### config.mk
export PLATFORM = sky130hd
export DESIGN_NAME = adu_sqrt
export DESIGN_NICKNAME = d
export VERILOG_FILES = /design/src/sv/adu_pkg.sv /design/src/sv/adu_sqrt.sv
export SDC_FILE = /design/constraint.sdc
export NUM_CORES = 2
export LEC_CHECK = 0
export BUFFER_PORTS_ARGS = -buffer_cell sky130_fd_sc_hd__buf_2
export CAP_MARGIN = 40
export CORE_ASPECT_RATIO = 0.8
export CORE_UTILIZATION = 53
export CTS_BUF_LIST = sky130_fd_sc_hd__clkbuf_8
export CTS_CLUSTER_SIZE = 30
export DETAILED_ROUTE_END_ITERATION = 6
export PLACE_DENSITY = 0.71
export SYNTH_ARGS = -nofsm -noshare
export SYNTH_HDL_FRONTEND = slang
export SYNTH_SLANG_ARGS = --single-unit
### constraint.sdc
create_clock -name clk -period 2.95 [get_ports clk]
set_input_delay 0.295 -clock clk [delete_from_list [all_inputs] [get_ports clk]]
set_output_delay 0.295 -clock clk [all_outputs]
set_load 0.02 [all_outputs]
### src/sv/adu_pkg.sv
// Shared types, constants and arithmetic helpers of the Adam update block.
`default_nettype none
package adu_pkg;

  localparam int FRAC_BITS  = 24;
  localparam int IDX_W      = 12;
  localparam int NUM_PARAMS = 4096;
  localparam int VAL_W      = 32;
  localparam int WGT_W      = 25;
  localparam int ROOT_W     = 28;
  localparam int RAD_W      = 2 * ROOT_W;
  localparam int DEN_W      = ROOT_W + 1;
  localparam int MAG_W      = 56;
  localparam int OUT_FIFO_DEPTH = 128;

  localparam logic [WGT_W-1:0] UNIT = WGT_W'(1) << FRAC_BITS;
  localparam logic signed [63:0] HALF = 64'sd1 <<< (FRAC_BITS - 1);
  localparam logic signed [63:0] VAL_MAX = 64'sd2147483647;
  localparam logic signed [63:0] VAL_MIN = -64'sd2147483648;

  localparam logic [WGT_W-1:0] FIRST_DECAY_RST  = 25'd1677722;
  localparam logic [WGT_W-1:0] SECOND_DECAY_RST = 25'd16777;
  localparam logic [WGT_W-1:0] STEP_RATE_RST    = 25'd16777;
  localparam logic [WGT_W-1:0] EPS_FLOOR_RST    = 25'd1;

  typedef enum logic [1:0] {
    CFG_FIRST_DECAY  = 2'd0,
    CFG_SECOND_DECAY = 2'd1,
    CFG_STEP_RATE    = 2'd2,
    CFG_EPS_FLOOR    = 2'd3
  } cfg_idx_t;

  typedef enum logic {
    REQ_INIT   = 1'b0,
    REQ_UPDATE = 1'b1
  } req_t;

  typedef struct packed {
    req_t              req;
    logic              clip;
    logic signed [31:0] p;
    logic              neg;
    logic [MAG_W-1:0]  mag;
  } sq_tag_t;

  typedef struct packed {
    req_t              req;
    logic              clip;
    logic signed [31:0] p;
    logic              neg;
  } div_tag_t;

  function automatic logic [WGT_W-1:0] unit_weight(input logic [WGT_W-1:0] r);
    return (r > UNIT) ? UNIT : r;
  endfunction

  function automatic logic signed [31:0] clamp_val(input logic signed [63:0] x);
    logic signed [31:0] res;
    if (x > VAL_MAX) res = 32'sh7FFF_FFFF;
    else if (x < VAL_MIN) res = 32'sh8000_0000;
    else res = x[31:0];
    return res;
  endfunction

  function automatic logic signed [31:0] blend(input logic signed [31:0] old_val,
                                               input logic signed [31:0] new_val,
                                               input logic [WGT_W-1:0]   w);
    logic signed [63:0] acc;
    acc = signed'(64'(UNIT - w)) * 64'(old_val) + signed'(64'(w)) * 64'(new_val) + HALF;
    acc = acc >>> FRAC_BITS;
    return clamp_val(acc);
  endfunction

endpackage
`default_nettype wire

### src/sv/adu_sqrt.sv
// Pipelined integer square root, one result bit per stage, with a carried tag.
`default_nettype none
module adu_sqrt import adu_pkg::*; #(
  parameter int RW    = ROOT_W,
  parameter int TAG_W = 1
) (
  input  wire logic              clk,
  input  wire logic              rst_n,
  input  wire logic              in_valid,
  input  wire logic [2*RW-1:0]   in_rad,
  input  wire logic [TAG_W-1:0]  in_tag,
  output logic                   out_valid,
  output logic [RW-1:0]          out_root,
  output logic [TAG_W-1:0]       out_tag
);

  logic              valid_r [RW];
  logic [RW+1:0]     rem_r   [RW];
  logic [RW-1:0]     root_r  [RW];
  logic [2*RW-1:0]   rad_r   [RW];
  logic [TAG_W-1:0]  tag_r   [RW];

  for (genvar k = 0; k < RW; k++) begin : g_stage
    logic              valid_prev;
    logic [RW+1:0]     rem_prev;
    logic [RW-1:0]     root_prev;
    logic [2*RW-1:0]   rad_prev;
    logic [TAG_W-1:0]  tag_prev;
    logic [RW+1:0]     rem_sh;
    logic [RW+1:0]     trial;

    if (k == 0) begin : g_first
      assign valid_prev = in_valid;
      assign rem_prev   = '0;
      assign root_prev  = '0;
      assign rad_prev   = in_rad;
      assign tag_prev   = in_tag;
    end else begin : g_next
      assign valid_prev = valid_r[k-1];
      assign rem_prev   = rem_r[k-1];
      assign root_prev  = root_r[k-1];
      assign rad_prev   = rad_r[k-1];
      assign tag_prev   = tag_r[k-1];
    end

    assign rem_sh = {rem_prev[RW-1:0], rad_prev[2*RW-1 -: 2]};
    assign trial  = {root_prev, 2'b01};

    always_ff @(posedge clk) begin
      if (!rst_n) begin
        valid_r[k] <= 1'b0;
      end else begin
        valid_r[k] <= valid_prev;
      end
      tag_r[k] <= tag_prev;
      rad_r[k] <= rad_prev << 2;
      if (rem_sh >= trial) begin
        rem_r[k]  <= rem_sh - trial;
        root_r[k] <= {root_prev[RW-2:0], 1'b1};
      end else begin
        rem_r[k]  <= rem_sh;
        root_r[k] <= {root_prev[RW-2:0], 1'b0};
      end
    end
  end

  assign out_valid = valid_r[RW-1];
  assign out_root  = root_r[RW-1];
  assign out_tag   = tag_r[RW-1];

endmodule
`default_nettype wire

==> flow_summary.json <==
{
  "dpl_cell_area_sq_um": 75000,
  "die_area_sq_um": 134000,
  "num_rows": 118,
  "yosys_most_used_dff": "dfxtp_1",
  "hold_viol_final": 0,
  "slew_headroom_pct": 38.5,
  "cts.reportedPaths.clkPinSlew_ps": 60,
  "drc_errors": 0,
  "finalSetupViolCount": 18,
  "io_pins": 90,
  "fin_crit_sh_pct": 102,
  "clkSinkCount": 1937,
  "critPathKind": "reg -> reg",
  "max_stage_delay_ps": 530,
  "worst_pin_slew_ps": 915,
  "setup_ws_ps": -72.6,
  "multi_input_area_sq_um": 29900,
  "cp_top_family": "simple AND/OR/NAND/NOR gates",
  "grt_max_degree": 34,
  "yosys.cell_count.top_type": "dfxtp_1",
  "cts_tree": "built",
  "via_per_inst": 5.22,
  "ys_types": 84,
  "track_usage_pct": 22.4,
  "antenna_found_initial": 5,
  "cp.buffers_inverters": 3,
  "place.port_buffers": 89,
  "min_path_type": "in -> reg",
  "finalSetupTns_ps": -563,
  "yosys_warnings": 0,
  "worstSkewPairLatency_ps": 1010,
  "drt-initial-drc-count": 3452,
  "grt_pass1_wl_um": 245000,
  "overflow": 0,
  "drive_gt1_share_pct": 15.5,
  "synth_common_cells": "dfxtp_1, inv_1, a21oi_1",
  "finClkSkew_ps": 61.1,
  "dp_slack_ps": -284,
  "vias": 49862,
  "drt-wirelength-per-cell_um": 16.1,
  "seq_area_sq_um": 38800,
  "yosys-top-cells-area": "dfxtp_1, ha_1, xnor2_1, xor2_1, a21oi_1",
  "p_leak_nw": 39.8,
  "synth-seq-cells": 1937,
  "crit_path_start_kind": "flop",
  "power_mw": 70.3,
  "dp_hpwl_um": 110000,
  "synthArstFlopShare_pct": 0,
  "path_depth": 11,
  "start_util_pct": 53.8,
  "final_cells": 9555,
  "ys_seq_area_share_pct": 55.4,
  "crit_required_ps": 3860,
  "vdd.ir_drop.worst_uv": 638,
  "regToRegSetupSlack_ps": -70,
  "rsz0062_at_grt": "true",
  "die_x_um": 408,
  "cellPowerDensity_nw_per_um2": 839,
  "worstPathArrival_ps": 3930,
  "reg2reg_depth": 11,
  "worst_setup_path_end_kind": "flop",
  "maxCapViolCount": 0,
  "crit_fanout": 7,
  "place_inst": 8891,
  "synth_area_sq_um": 70100,
  "cts_root_buf": "clkbuf_8",
  "synth_largest_area_cell": "dfxtp_1",
  "antenna_left": 0,
  "synthCells": 6853,
  "place_congestion": 0.909,
  "grt_pass1_vias": 49055,
  "holdPathStages": 2,
  "synth_top_area_share_pct": 55.4,
  "fill_cells": 10222,
  "nets": 8106,
  "design_area_sq_um": 83800,
  "cts_made_buffers": 299,
  "routed_wl_um": 153000,
  "dr.pass1.iters": 7,
  "violations": "negative setup slack",
  "clockBufferDepth": 4,
  "synth_fp_nets": 7349,
  "period_minus_slack_ps": 3020,
  "fp.dieH_um": 327,
  "synth.avg_cell_area_sq_um": 10.2,
  "htree_levels": 5,
  "drv_slew": 0,
  "syn2layout_area_growth_pct": 19.7,
  "synth_edf_count": 0,
  "fmax_mhz": 331,
  "status": "complete, but fails checks",
  "slowest_stage": "or4_4",
  "path_cells": "or4_4, nand4bb_4, or3_4, or4_4, or3_4, nor2_4, buf_12, buf_12, buf_8, nand2_2, o31ai_1",
  "core-area_sq_um": 130000
}
power by group:
group	internal, mW	total, mW	switching (mW)
Sequential	30.4	33.7	3.23
Combinational	6.97	14.5	7.54
Clock	12.2	22.1	9.90
metrics by stage:
stage | util (%) | hold WS (ps)
3_3_place_gp | 57.6 | 310
6_report | 64.4 | 95.9
4_1_cts | 63.5 | 2.53
2_1_floorplan | - | 310
3_5_place_dp | 57.6 | 312
5_1_grt | 64.4 | 29.0
final cells by class:
class	instances	area share (%)
Multi-Input combinational cell	4212	35.6
Clock inverter	141	1.17
Tap cell	1740	2.60
Sequential cell	1937	46.3
Clock buffer	362	5.94
Timing Repair Buffer	586	5.80
Antenna cell	3	0.00896
Inverter	574	2.57
placed cells by master (no fill, tap or decap), drive strengths merged, types with 91 or more instances in the layout:
master / n
nor3: 149
o21ai: 349
dlygate4sd3: 118
dfxtp: 1937
ha: 436
a21o: 162
clkbuf: 368
nand3: 98
nor2: 425
xor2: 265
nand2: 441
xnor2: 308
buf: 462
nor4: 91
inv: 657
a21oi: 445
per-layer routing:
metal / track usage, % / routed length [um] / vias up
li1: - / - / 24948
met1: 29.7 / 70600 / 23341
met2: 36.9 / 70900 / 1249
met3: 3.94 / 8000 / 324
met4: 7.82 / 4010 / 0
met5: 0 / 0 / -
kinds of logic (layout without fill, tap and decap cells):
kind of cell | after synthesis | count (layout) | synth area share [%]
buffers and inverters | 704 | 1663 | 3.79
multiplexers | 79 | 79 | 1.25
adder cells (fa/ha/maj) | 436 | 436 | 7.79
XOR/XNOR | 573 | 573 | 7.16
AND/OR/NAND/NOR | 1739 | 1739 | 12.4
other | 1 | 4 | 0.00535
AO/OA/AOI/OAI | 1384 | 1384 | 12.2
flip-flops | 1937 | 1937 | 55.4
state kept, by name (all words and copies together), names as in the netlist:
signal	flops
rad_r	756
rem_r	719
valid_r	28
root_r	406
tag_r	28
final timing paths:
path,startpoint,to
setup reg to reg,rem_r[0][158]$_DFF_P_,rem_r[0][184]$_DFF_P_
hold reg to reg,rad_r[0][346]$_DFF_P_,rad_r[0][402]$_DFF_P_
setup / recovery,rem_r[0][158]$_DFF_P_,rem_r[0][184]$_DFF_P_
hold / removal,in_rad[28],rad_r[0][28]$_DFF_P_
timing repair:
item                                    in CTS  in global routing
cloned                                       1                  5
setup buffers                               15                 19
pin swaps                                   19                 52
resized for setup                           63                207
endpoints found under the setup margin     106                377
hold endpoints to repair                    86                  0
hold buffers                               118                  0
(Power assumes the default switching activity.)
